File: src/hdl/mrip_ram.sv
// generic single-port-write, one-read synchronous ram
module mrip_ram #(
	parameter int Width = 8,
	parameter int Depth = 16
) (
	input  logic clk,
	input  logic we,
	input  logic [$clog2(Depth)-1:0] waddr,
	input  logic [Width-1:0] wdata,
	input  logic [$clog2(Depth)-1:0] raddr,
	output logic [Width-1:0] rdata
);
	logic [Width-1:0] mem [Depth];
	always_ff @(posedge clk) begin
		if (we) begin
			mem[waddr] <= wdata;
		end
		rdata <= mem[raddr];
	end
endmodule

File: config.mk
export PLATFORM = sky130hd
export DESIGN_NAME = mrip_ram
export DESIGN_NICKNAME = d
export VERILOG_FILES = /design/src/hdl/mrip_ram.sv
export SDC_FILE = /design/constraint.sdc
export NUM_CORES = 1
export LEC_CHECK = 0
export ABC_CLOCK_PERIOD_IN_PS = 2100
export BUFFER_PORTS_ARGS = -buffer_cell sky130_fd_sc_hd__buf_2
export CORE_UTILIZATION = 60
export CTS_CLUSTER_DIAMETER = 100
export CTS_CLUSTER_SIZE = 14
export DETAILED_ROUTE_END_ITERATION = 10
export PLACE_DENSITY = 0.78
export SYNTH_ARGS = -nofsm -noshare
export SYNTH_HDL_FRONTEND = slang
export SYNTH_SLANG_ARGS = --single-unit
File: constraint.sdc
create_clock -name clk -period 2.1 [get_ports clk]
set_clock_uncertainty 0.05 [all_clocks]
set_input_delay 0.105 -clock clk [delete_from_list [all_inputs] [get_ports clk]]
set_output_delay 0.105 -clock clk [all_outputs]
set_load 0.01 [all_outputs]
==> impl_metrics.env, run 1 <==
export IMPL_gp_congestion=0.840
export IMPL_synthMuxAreaShare_pct=15.0
export IMPL_cts_tree="done"
export IMPL_post_route_drc_count=0
export IMPL_worst_ep_required_time_ns=2.45
export IMPL_clock_root_buffer="sky130_fd_sc_hd__clkbuf_8"
export IMPL_antenna_found_initial=0
export IMPL_crit_path_start_kind="flop"
export IMPL_clock_power_share_pct=45.3
export IMPL_unrepaired_setup_endpoints_after_global_routing="no"
export IMPL_grt_max_degree=33
export IMPL_synth_compound_gate_area_share_pct=2.33
export IMPL_rel_slew_slack_pct=49.5
export IMPL_worst_setup_path_type="reg -> reg"
export IMPL_min_path_type="in -> reg"
export IMPL_maxUsedRoutingLayer="met4"
export IMPL_detailroute_via_count=2526
export IMPL_chipHeight_um=94.6
export IMPL_finalSetupViolCount=0
export IMPL_min_delay_path_depth=3
export IMPL_wirelength_mm=9.54
export IMPL_post_cts_repair_setup_buffers=0
export IMPL_power_combinational_fraction_pct=4.8
export IMPL_clock_latency_ns=0.52
export IMPL_detailroute_wirelength_met3_um=719
export IMPL_timing_setup_tns_ns=0
export IMPL_xor_xnor_share_of_the_synthesized_area_pct=0
export IMPL_detailedPlacementHpwl_mm=5.83
export IMPL_chipWidth_um=94.6
export IMPL_reg2reg_setup_slack_ns=0.61
export IMPL_syn_avg_cell_area_um2=22.5
export IMPL_postSynthNetCount=247
export IMPL_pwr_share_seq_pct=50.0
export IMPL_worst_slew_pin_slew_ns=0.756
export IMPL_powerDensity_nw_per_um2=999
export IMPL_total_of_flip_flops_plus_latches_after_synthesis=136
export IMPL_die_area_um2=8950
export IMPL_p_sw_w=0.00123
export IMPL_numCtsBuffers=17
export IMPL_internal_power_w=0.00488
export IMPL_final_nets=307
export IMPL_power_ir_vdd_worst_mv=0.587
export IMPL_diodes=0
export IMPL_synth_yosys_warnings=0
export IMPL_drive_above_1_share_pct=30.1
export IMPL_worst_setup_hold_path_clk_slew_ns=0.06
export IMPL_grt_first_pass_wirelength_mm=14.6
export IMPL_io_pins=26
export IMPL_route_antenna_remaining_nets=0
export IMPL_crit_chain="mux4_1 > a22oi_1 > nand2_1"
export IMPL_post_synth_and_or_nand_nor_area_fraction_pct=3.18
export IMPL_drv_cap=0
export IMPL_final_max_slew_violation_count=0
export IMPL_timing_reg2reg_worst_path_depth=3
export IMPL_synthesized_instance_count=229
export IMPL_start_point_of_the_critical_path="mem[4][3]"
export IMPL_synth_fa_ha_area_share_pct=0
export IMPL_first_pass_iters=5
export IMPL_drt_vias_per_instance=6.21
export IMPL_placementRows=33
export IMPL_cts_sinks=136
export IMPL_crit_path_max_incr_delay_ns=0.55
export IMPL_cts_repair_resized=0
export IMPL_netSwitchingFraction_pct=20.2
export IMPL_timing_rr_start="mem[4][3]"
export IMPL_worst_endpoint_arrival_ns=1.83
export IMPL_synth_cell_area_um2=5150
export IMPL_fin_cells=407
export IMPL_timing_critical_path_to_type="flop"
export IMPL_portBuffers=25
export IMPL_run_status="completed"
export IMPL_met2_wirelength_mm=4.67
export IMPL_synth_top_family_by_area="multiplexers"
export IMPL_synth_cell_types=19
export IMPL_leftover_overflow_at_the_end_of_global_routing=0
export IMPL_crit_path_max_fanout=1
export IMPL_cp_max_stage_cell="sky130_fd_sc_hd__mux4_1"
export IMPL_core_area_um2=8260
export IMPL_finalCritPeriodShare_pct=70.9
export IMPL_initial_utilization_pct=62.3
export IMPL_grt_pass1_vias=2470
export IMPL_endpoints_failing_hold=0
export IMPL_worst_setup_path_endpoint="rdata[3]"
export IMPL_globalRouteTotalUtil_pct=24.4
export IMPL_synth_seq_area_share_pct=77.8
export IMPL_worstReg2RegEnd="rdata[3]"
export IMPL_maxClockFrequency_mhz=672
export IMPL_first_iter_violations=289
export IMPL_clock_path_buffers=2
export IMPL_area_delta_synth_final_pct=18.9
export IMPL_post_place_cells=367
export IMPL_cts_max_level=4
export IMPL_wl_met1_mm=3.86
export IMPL_wl_per_cell_um=23.4
export IMPL_total_leakage_power_nw=2.10
export IMPL_period_minus_slack_ns=1.49
logic make-up (layout without fill, tap and decap cells):
| family | Yosys count | after routing |
|---|---|---|
| flip-flops | 136 | 136 |
| AND/OR/NAND/NOR | 35 | 35 |
| buffers and inverters | 10 | 83 |
| multiplexers | 32 | 32 |
| AO/OA/AOI/OAI | 16 | 16 |
registers in the layout, indices dropped and copies added, names as in the netlist:
register,count
mem,128
rdata,8
per-layer routing:
layer | vias to the layer above | track usage (%)
li1 | 1100 | -
met1 | 1274 | 33.8
met2 | 126 | 36.2
met3 | 26 | 6.92
met4 | 0 | 12.0
met5 | - | 0
critical path: cells and delay by family (launching register included):
| family | cells | cell delay (ns) |
|---|---|---|
| multiplexers | 1 | 0.55 |
| flip-flops | 1 | 0.39 |
| AO/OA/AOI/OAI | 1 | 0.28 |
| AND/OR/NAND/NOR | 1 | 0.09 |
cells in the final DEF (no fill, tap or decap), drive strengths merged:
cell type    Yosys  final
a22oi           16     16
and2             1      1
and2b            1      1
buf              7     43
bufinv           0      2
clkbuf           0     20
clkinv           0      7
clkinvlp         0      3
dfxtp            8      8
dlygate4sd3      0      8
edfxtp         128    128
mux4            32     32
nand2            9      9
nand2b           2      2
nand3            1      1
nand3b           2      2
nor2            13     13
nor2b            1      1
nor3             4      4
or3b             1      1
cell usage after synthesis:
library cell | number | area [µm²]
sky130_fd_sc_hd__edfxtp_1 | 128 | 3840
sky130_fd_sc_hd__mux4_2 | 18 | 405
sky130_fd_sc_hd__a22oi_1 | 16 | 120
sky130_fd_sc_hd__mux4_1 | 14 | 368
sky130_fd_sc_hd__nor2_1 | 13 | 48.8
sky130_fd_sc_hd__nand2_1 | 9 | 33.8
sky130_fd_sc_hd__dfxtp_1 | 8 | 160
sky130_fd_sc_hd__nor3_1 | 4 | 20.0
sky130_fd_sc_hd__buf_2 | 3 | 15.0
sky130_fd_sc_hd__buf_6 | 3 | 33.8
sky130_fd_sc_hd__clkdlybuf4s25_2 | 3 | 30.0
sky130_fd_sc_hd__nand2b_1 | 2 | 12.5
sky130_fd_sc_hd__nand3b_1 | 2 | 15.0
sky130_fd_sc_hd__and2_1 | 1 | 6.26
sky130_fd_sc_hd__and2b_1 | 1 | 7.51
sky130_fd_sc_hd__buf_4 | 1 | 7.51
sky130_fd_sc_hd__nand3_1 | 1 | 5.00
sky130_fd_sc_hd__nor2b_1 | 1 | 6.26
sky130_fd_sc_hd__or3b_2 | 1 | 8.76
area by class of cell:
class / instances / area (µm²)
Tap cell: 105 / 131
Clock inverter: 12 / 128
Fill cell: 468 / 2140
Multi-Input combinational cell: 83 / 1060
Sequential cell: 136 / 4000
Clock buffer: 20 / 435
Timing Repair Buffer: 51 / 365
power by group through the flow:
stage	Sequential [W]	Combinational [W]	Clock (W)
after global placement	0.00311	0.000272	0
after CTS	0.00305	0.000295	0.00279
final	0.00305	0.000292	0.00277
after detailed placement	0.00311	0.000279	0
after floorplan	0.00311	0.000154	0
after global routing	0.00306	0.000317	0.00293
per-stage QoR:
stage	setup slack [ns]	util, %	area [µm²]	total power, W	hold WS [ns]
3_5_place_dp	0.474	66.3	5480	0.00339	0.437
2_1_floorplan	0.452	-	5150	0.00327	0.154
5_1_grt	0.571	74.1	6120	0.00630	0.103
6_report	0.612	74.1	6120	0.00611	0.0964
3_3_place_gp	0.473	66.3	5480	0.00338	0.427
4_1_cts	0.634	74.1	6120	0.00614	0.0704
worst min-delay path by stage:
stage / startpoint / end / slack [ns]
floorplan: wdata[0] / mem[0][0] / 0.15
global placement: wdata[6] / mem[6][6] / 0.43
detailed placement: wdata[1] / mem[4][1] / 0.44
CTS: waddr[0] / mem[0][6] / 0.07
global route: waddr[0] / mem[4][1] / 0.10
finish: waddr[0] / mem[0][6] / 0.1
what timing repair did:
item | CTS | global route
setup endpoints to repair | 0 | 0
hold endpoints to repair | 128 | 0
hold buffers | 8 | 0
Note: power is estimated with default switching activity, not from simulation.
==> run 2, diff against run 1 <==
ABC_AREA = 1   (was unset)
ABC_CLOCK_PERIOD_IN_PS = 1350   (was 2100)
CORE_UTILIZATION = 55   (was 60)
PLACE_DENSITY = 0.75   (was 0.78)
clock period = 1.35 ns   (was 2.1 ns; I/O delays follow)
==> run 2 against run 1 <==
Compared with the run above:
- die area up 22%
- first-iteration DRC count down 21%
- largest cell class unchanged
- core utilization down 8.0 points
- synthesized cell count up 140%
- sequential power up 56%
- worst setup slack worse by 0.44 ns
- area after synthesis up 12%
- via count up 56%
- highest routed layer unchanged
- register-to-register slack worse by 0.39 ns
- critical endpoint is now rdata[0]
==> impl_metrics.env, run 2 <==
export IMPL_syn_avg_cell_area_um2=10.5
export IMPL_register_area_um2=4000
export IMPL_regMostFlops="mem"
export IMPL_initial_utilization_pct=56.4
export IMPL_synth_top_cell_area_share_pct=66.7
export IMPL_period_minus_slack_ns=1.18
export IMPL_postSynthNetCount=569
export IMPL_unrepaired_setup_endpoints_after_global_routing="no"
export IMPL_yosysTopAreaCell="sky130_fd_sc_hd__edfxtp_1"
export IMPL_portBuffers=25
export IMPL_critical_path_n_buffers_inverters=1
export IMPL_postSynth_asyncResetShare_pct=0
export IMPL_finalCritPeriodShare_pct=87.4
export IMPL_synth_seq_area_share_pct=69.4
export IMPL_grt_first_pass_wirelength_mm=20.9
export IMPL_synth_yosys_warnings=0
export IMPL_grt_max_degree=65
export IMPL_drt_vias_per_instance=5.24
export IMPL_cp_top_family="flip-flops"
export IMPL_mostFrequentLayoutCell="sky130_fd_sc_hd__nand2_1"
export IMPL_post_route_drc_count=0
export IMPL_multi_input_area_um2=1210
export IMPL_timing_rr_start="mem[5][4]"
export IMPL_cts_sinks=136
export IMPL_synth_most_common_cell="sky130_fd_sc_hd__nand2_1"
export IMPL_placementRows=37
export IMPL_timing_setup_tns_ns=0
export IMPL_min_path_type="in -> reg"
export IMPL_core_area_um2=10200
export IMPL_gp_congestion=0.858
export IMPL_total_leakage_power_nw=2.94
export IMPL_finalSetupViolCount=0
export IMPL_synthesized_instance_count=551
export IMPL_detailroute_via_count=3949
export IMPL_route_antenna_remaining_nets=0
export IMPL_fillerInstances=786
export IMPL_worst_hold_path_endpoint="mem[3][7]"
export IMPL_crit_chain="buf_2"
export IMPL_final_cell_mix="sky130_fd_sc_hd__nand2_1, sky130_fd_sc_hd__edfxtp_1, sky130_fd_sc_hd__inv_1"
export IMPL_antenna_found_initial=0
export IMPL_power_ir_vdd_worst_mv=0.953
export IMPL_timing_critical_path_to_type="primary output"
export IMPL_chipWidth_um=104
export IMPL_numCtsBuffers=17
export IMPL_diodes=0
export IMPL_hold_ws_ns=0.0224
export IMPL_wirelength_mm=12.8
export IMPL_worst_setup_hold_path_clk_slew_ns=0.06
export IMPL_crit_path_max_incr_delay_ns=0.39
export IMPL_worst_setup_path_type="reg -> out"
export IMPL_maxClockFrequency_mhz=848
export IMPL_worst_endpoint_arrival_ns=1.06
export IMPL_timing_reg2reg_worst_path_depth=6
export IMPL_run_status="completed"
export IMPL_chipHeight_um=104
export IMPL_detailedPlacementHpwl_mm=7.85
export IMPL_reg2reg_setup_slack_ns=0.22
export IMPL_clock_path_buffers=2
export IMPL_cp_max_stage_cell="sky130_fd_sc_hd__dfxtp_1"
export IMPL_total_of_flip_flops_plus_latches_after_synthesis=136
export IMPL_synth_cell_types=12
export IMPL_cts_tree="done"
export IMPL_min_delay_start="waddr[2]"
export IMPL_cts_max_level=4
export IMPL_wl_per_cell_um=17.0
export IMPL_rel_slew_slack_pct=61.9
export IMPL_synth_edff_count=128
export IMPL_final_nets=622
export IMPL_final_max_slew_violation_count=0
export IMPL_worst_ep_required_time_ns=1.23
export IMPL_largest_reg_flops=128
export IMPL_crit_path_start_kind="flop"
export IMPL_clock_root_buffer="sky130_fd_sc_hd__clkbuf_8"
export IMPL_crit_path_max_fanout=1
export IMPL_synth_cell_area_um2=5770
export IMPL_place_ws_ns=0.119
export IMPL_first_iter_violations=229
export IMPL_io_pins=26
export IMPL_synth_cell_count_leaders="sky130_fd_sc_hd__nand2_1, sky130_fd_sc_hd__edfxtp_1, sky130_fd_sc_hd__inv_1, sky130_fd_sc_hd__nand3_1, sky130_fd_sc_hd__nor2_1"
export IMPL_leftover_overflow_at_the_end_of_global_routing=0
export IMPL_drive_above_1_share_pct=13.1
export IMPL_worstReg2RegEnd="rdata[4]"
export IMPL_top_regs="mem: 128 flops, rdata: 8 flops"
export IMPL_grt_pass1_vias=4092
export IMPL_min_delay_path_depth=4
export IMPL_clock_latency_ns=0.52
export IMPL_endpoints_failing_hold=0
export IMPL_powerDensity_nw_per_um2=1410
export IMPL_die_area_um2=10900
export IMPL_timing_final_ws_setup_ns=0.171
export IMPL_worst_slew_pin_slew_ns=0.570
export IMPL_first_pass_iters=5
export IMPL_globalRouteTotalUtil_pct=26.0
export IMPL_drv_cap=0
export IMPL_total_power_w=0.00955
export IMPL_yosys_most_used_dff="sky130_fd_sc_hd__edfxtp_1"
export IMPL_netlist_top_cells_area="sky130_fd_sc_hd__edfxtp_1, sky130_fd_sc_hd__nand2_1, sky130_fd_sc_hd__nand3_1, sky130_fd_sc_hd__inv_1, sky130_fd_sc_hd__dfxtp_1"
export IMPL_area_delta_synth_final_pct=17.2
## run 2: final cells by class
type,instances,area share [%]
flip-flops and latches,136,59.2
multi-input cells,289,18.0
repair buffers,58,6.63
clock buffers,17,6.13
inverters,102,5.66
well taps,136,2.52
clock inverters,15,1.89
## run 2: routing by layer
| metal | GRT usage [%] | part of all wire [%] | up-vias |
|---|---|---|---|
| met5 | 0 | 0 | - |
| met4 | 11.1 | 2.5 | 0 |
| met3 | 6.45 | 6.6 | 28 |
| met2 | 43.4 | 51 | 157 |
| met1 | 32.3 | 40 | 1886 |
| li1 | - | - | 1878 |
## run 2: power by group
group | internal [W] | leakage [nW] | switching [W]
Combinational | 0.000203 | 1.47 | 0.000419
Sequential | 0.00472 | 1.22 | 0.0000310
Clock | 0.00243 | 0.246 | 0.00174
Total | 0.00736 | 2.94 | 0.00219
## run 2: repair_timing
action,CTS,global route
hold endpoints to repair,138,0
hold buffers,10,0
setup endpoints to repair,0,0
buffers inserted,0,0
gates resized for setup,0,0
## run 2: kinds of logic after synthesis
kind of cell  Yosys count  share of synthesized area, %
flops                 136                          69.4
buf+inv               126                          9.52
simple gates          289                          21.0
## run 2: worst reg2reg max path: stages, from the launching register on
cell,delay [ns]
sky130_fd_sc_hd__edfxtp_1,0.35
sky130_fd_sc_hd__inv_1,0.06
sky130_fd_sc_hd__nand2_1,0.06
sky130_fd_sc_hd__nand3_1,0.10
sky130_fd_sc_hd__nand3_1,0.12
sky130_fd_sc_hd__nand3_1,0.20
sky130_fd_sc_hd__nand2_1,0.07
## run 2: stage by stage
step	cell area [µm²]	std cells	utilization, %
after CTS	6760	753	66.1
after global routing	6760	753	66.1
after floorplan	5770	551	-
after global placement	6120	711	59.8
after detailed placement	6120	711	59.8
final	6760	753	66.1
## run 2: worst max-delay path by stage
stage,slack (ns),depth (start not counted),from,to
after floorplan,0.28,2,waddr[2],mem[10][0]
after global placement,0.16,5,raddr[2],rdata[3]
after detailed placement,0.12,7,raddr[0],rdata[4]
after CTS,0.15,1,rdata[0],rdata[0]
after global routing,0.13,6,mem[5][4],rdata[4]
final,0.17,1,rdata[0],rdata[0]
==> run 3, diff against run 2 <==
CORE_MARGIN = 3   (was unset)
==> run 3 against run 2 <==
Compared with the run above:
- die area rose by 7.8%
- via count fell by 0.46%
- power rose by 10%
- clock power rose by 24%
- sequential share of layout area fell by 0.97 points
- first-iteration DRC count rose by 45%
- fmax rose by 1.5%
- clock-buffer cell count did not move
- largest power group is now clock
- sequential power barely moved
- routed wire length rose by 0.61%
- critical path depth did not move
- worst setup slack improved by 0.017 ns
==> impl_metrics.env, run 3 (synthesized netlist as in run 2, its figures left out) <==
export IMPL_die_area_um2=11700
export IMPL_worst_endpoint_arrival_ns=1.04
export IMPL_finalSetupViolCount=0
export IMPL_chipHeight_um=108
export IMPL_io_pins=26
export IMPL_grt_first_pass_wirelength_mm=20.4
export IMPL_unrepaired_setup_endpoints_after_global_routing="no"
export IMPL_worst_setup_path_type="reg -> out"
export IMPL_cts_repair_resized=0
export IMPL_min_path_type="in -> reg"
export IMPL_cts_hold_fix_buffers=9
export IMPL_core_area_um2=10000
export IMPL_detailedPlacementHpwl_mm=7.53
export IMPL_post_cts_repair_setup_buffers=0
export IMPL_globalRouteTotalUtil_pct=24.1
export IMPL_timing_critical_path_to_type="primary output"
export IMPL_crit_path_max_incr_delay_ns=0.36
export IMPL_maxClockFrequency_mhz=861
export IMPL_final_max_slew_violation_count=0
export IMPL_placementRows=36
export IMPL_period_minus_slack_ns=1.16
export IMPL_clock_latency_ns=0.53
export IMPL_chipWidth_um=108
export IMPL_cp_top_family="flip-flops"
export IMPL_drive_above_1_share_pct=13.3
export IMPL_worst_slew_pin_slew_ns=0.374
export IMPL_largest_reg_flops=128
export IMPL_worst_setup_hold_path_clk_slew_ns=0.06
export IMPL_final_nets=622
export IMPL_initial_utilization_pct=57.7
export IMPL_top_regs="mem: 128 flops, rdata: 8 flops"
export IMPL_regMostFlops="mem"
export IMPL_min_delay_path_depth=5
export IMPL_wl_per_cell_um=17.2
export IMPL_crit_path_start_kind="flop"
export IMPL_gp_congestion=0.860
export IMPL_crit_chain="buf_2"
export IMPL_diodes=0
export IMPL_leftover_overflow_at_the_end_of_global_routing=0
export IMPL_cts_max_level=4
export IMPL_drt_vias_per_instance=5.25
export IMPL_first_iter_violations=331
export IMPL_critical_path_n_buffers_inverters=1
export IMPL_finalCritPeriodShare_pct=86.1
export IMPL_wirelength_mm=12.9
export IMPL_clock_path_buffers=2
export IMPL_worst_ep_required_time_ns=1.23
export IMPL_first_pass_iters=5
export IMPL_rel_slew_slack_pct=75.1
export IMPL_grt_max_degree=65
export IMPL_mostFrequentLayoutCell="sky130_fd_sc_hd__nand2_1"
export IMPL_route_antenna_remaining_nets=0
export IMPL_total_leakage_power_nw=3.01
export IMPL_powerDensity_nw_per_um2=1530
export IMPL_crit_path_max_fanout=1
export IMPL_critical_path_cell_count=1
export IMPL_timing_reg2reg_worst_path_depth=6
export IMPL_detailroute_via_count=3931
export IMPL_power_ir_vdd_worst_mv=0.945
export IMPL_timing_final_ws_setup_ns=0.188
export IMPL_place_ws_ns=0.185
export IMPL_post_place_cells=709
export IMPL_grt_pass1_vias=3938
export IMPL_final_cell_mix="sky130_fd_sc_hd__nand2_1, sky130_fd_sc_hd__edfxtp_1, sky130_fd_sc_hd__inv_1"
export IMPL_antenna_found_initial=0
export IMPL_endpoints_failing_hold=0
export IMPL_timing_setup_tns_ns=0
export IMPL_fin_cells=749
export IMPL_post_route_drc_count=0
export IMPL_numCtsBuffers=17
export IMPL_run_status="completed"
export IMPL_cts_tree="done"
export IMPL_drv_cap=0
export IMPL_area_delta_synth_final_pct=19.2
export IMPL_portBuffers=25
export IMPL_clock_root_buffer="sky130_fd_sc_hd__clkbuf_8"
export IMPL_cp_max_stage_cell="sky130_fd_sc_hd__dfxtp_1"
export IMPL_cts_sinks=136
run 3: changes by cell type in the layout (fill, tap and decap cells not counted):
cell                            delta
sky130_fd_sc_hd__clkinv_1          -1
sky130_fd_sc_hd__clkinv_4          +2
sky130_fd_sc_hd__clkinvlp_4        -4
sky130_fd_sc_hd__dlygate4sd3_1     -1
sky130_fd_sc_hd__buf_4             +1
sky130_fd_sc_hd__bufinv_16         +5
sky130_fd_sc_hd__clkinv_2          -3
run 3: path summary, 6_finish.rpt:
path	slack [ns]	from	endpoint
max	0.19	rdata[5]	rdata[5]
min	0.01	raddr[1]	rdata[1]
max reg2reg	0.26	mem[7][6]	rdata[6]
min reg2reg	0.64	mem[9][5]	rdata[5]
run 3: tightest hold or removal path, cell delays in order:
cell,delay [ns]
sky130_fd_sc_hd__buf_2,0.16
sky130_fd_sc_hd__nand3_1,0.11
sky130_fd_sc_hd__nand3_1,0.07
sky130_fd_sc_hd__nand3_1,0.08
sky130_fd_sc_hd__nand2_1,0.05
run 3: metal layers:
layer,wire [µm],GRT usage (%),vias up
met5,0,0,-
met4,359,10.5,0
met3,1030,6.57,29
met2,6470,39.5,174
met1,5020,30.4,1853
li1,-,-,1875
run 3: metrics by stage:
stage | util, % | cell area [µm²] | power, W | hold WS, ns
floorplan | - | 5770 | 0.00518 | 0.116
global placement | 61.2 | 6120 | 0.00542 | 0.368
detailed placement | 61.2 | 6120 | 0.00543 | 0.371
CTS | 68.7 | 6870 | 0.0106 | 0.00988
global route | 68.7 | 6870 | 0.0109 | 0.0381
finish | 68.7 | 6870 | 0.0105 | 0.0138
run 3: layout make-up:
class | count | area [µm²]
repair buffers | 58 | 445
well taps | 133 | 166
clock inverters | 14 | 246
fillers | 750 | 3130
multi-input cells | 289 | 1210
clock buffers | 17 | 414
inverters | 102 | 383
flip-flops and latches | 136 | 4000
run 3: report_power, final:
group,internal [W],switching (W),total (W)
clock,0.00338,0.00178,0.00517
sequential,0.00472,0.0000294,0.00475
combinational,0.000203,0.000418,0.000621
total,0.00831,0.00223,0.0105
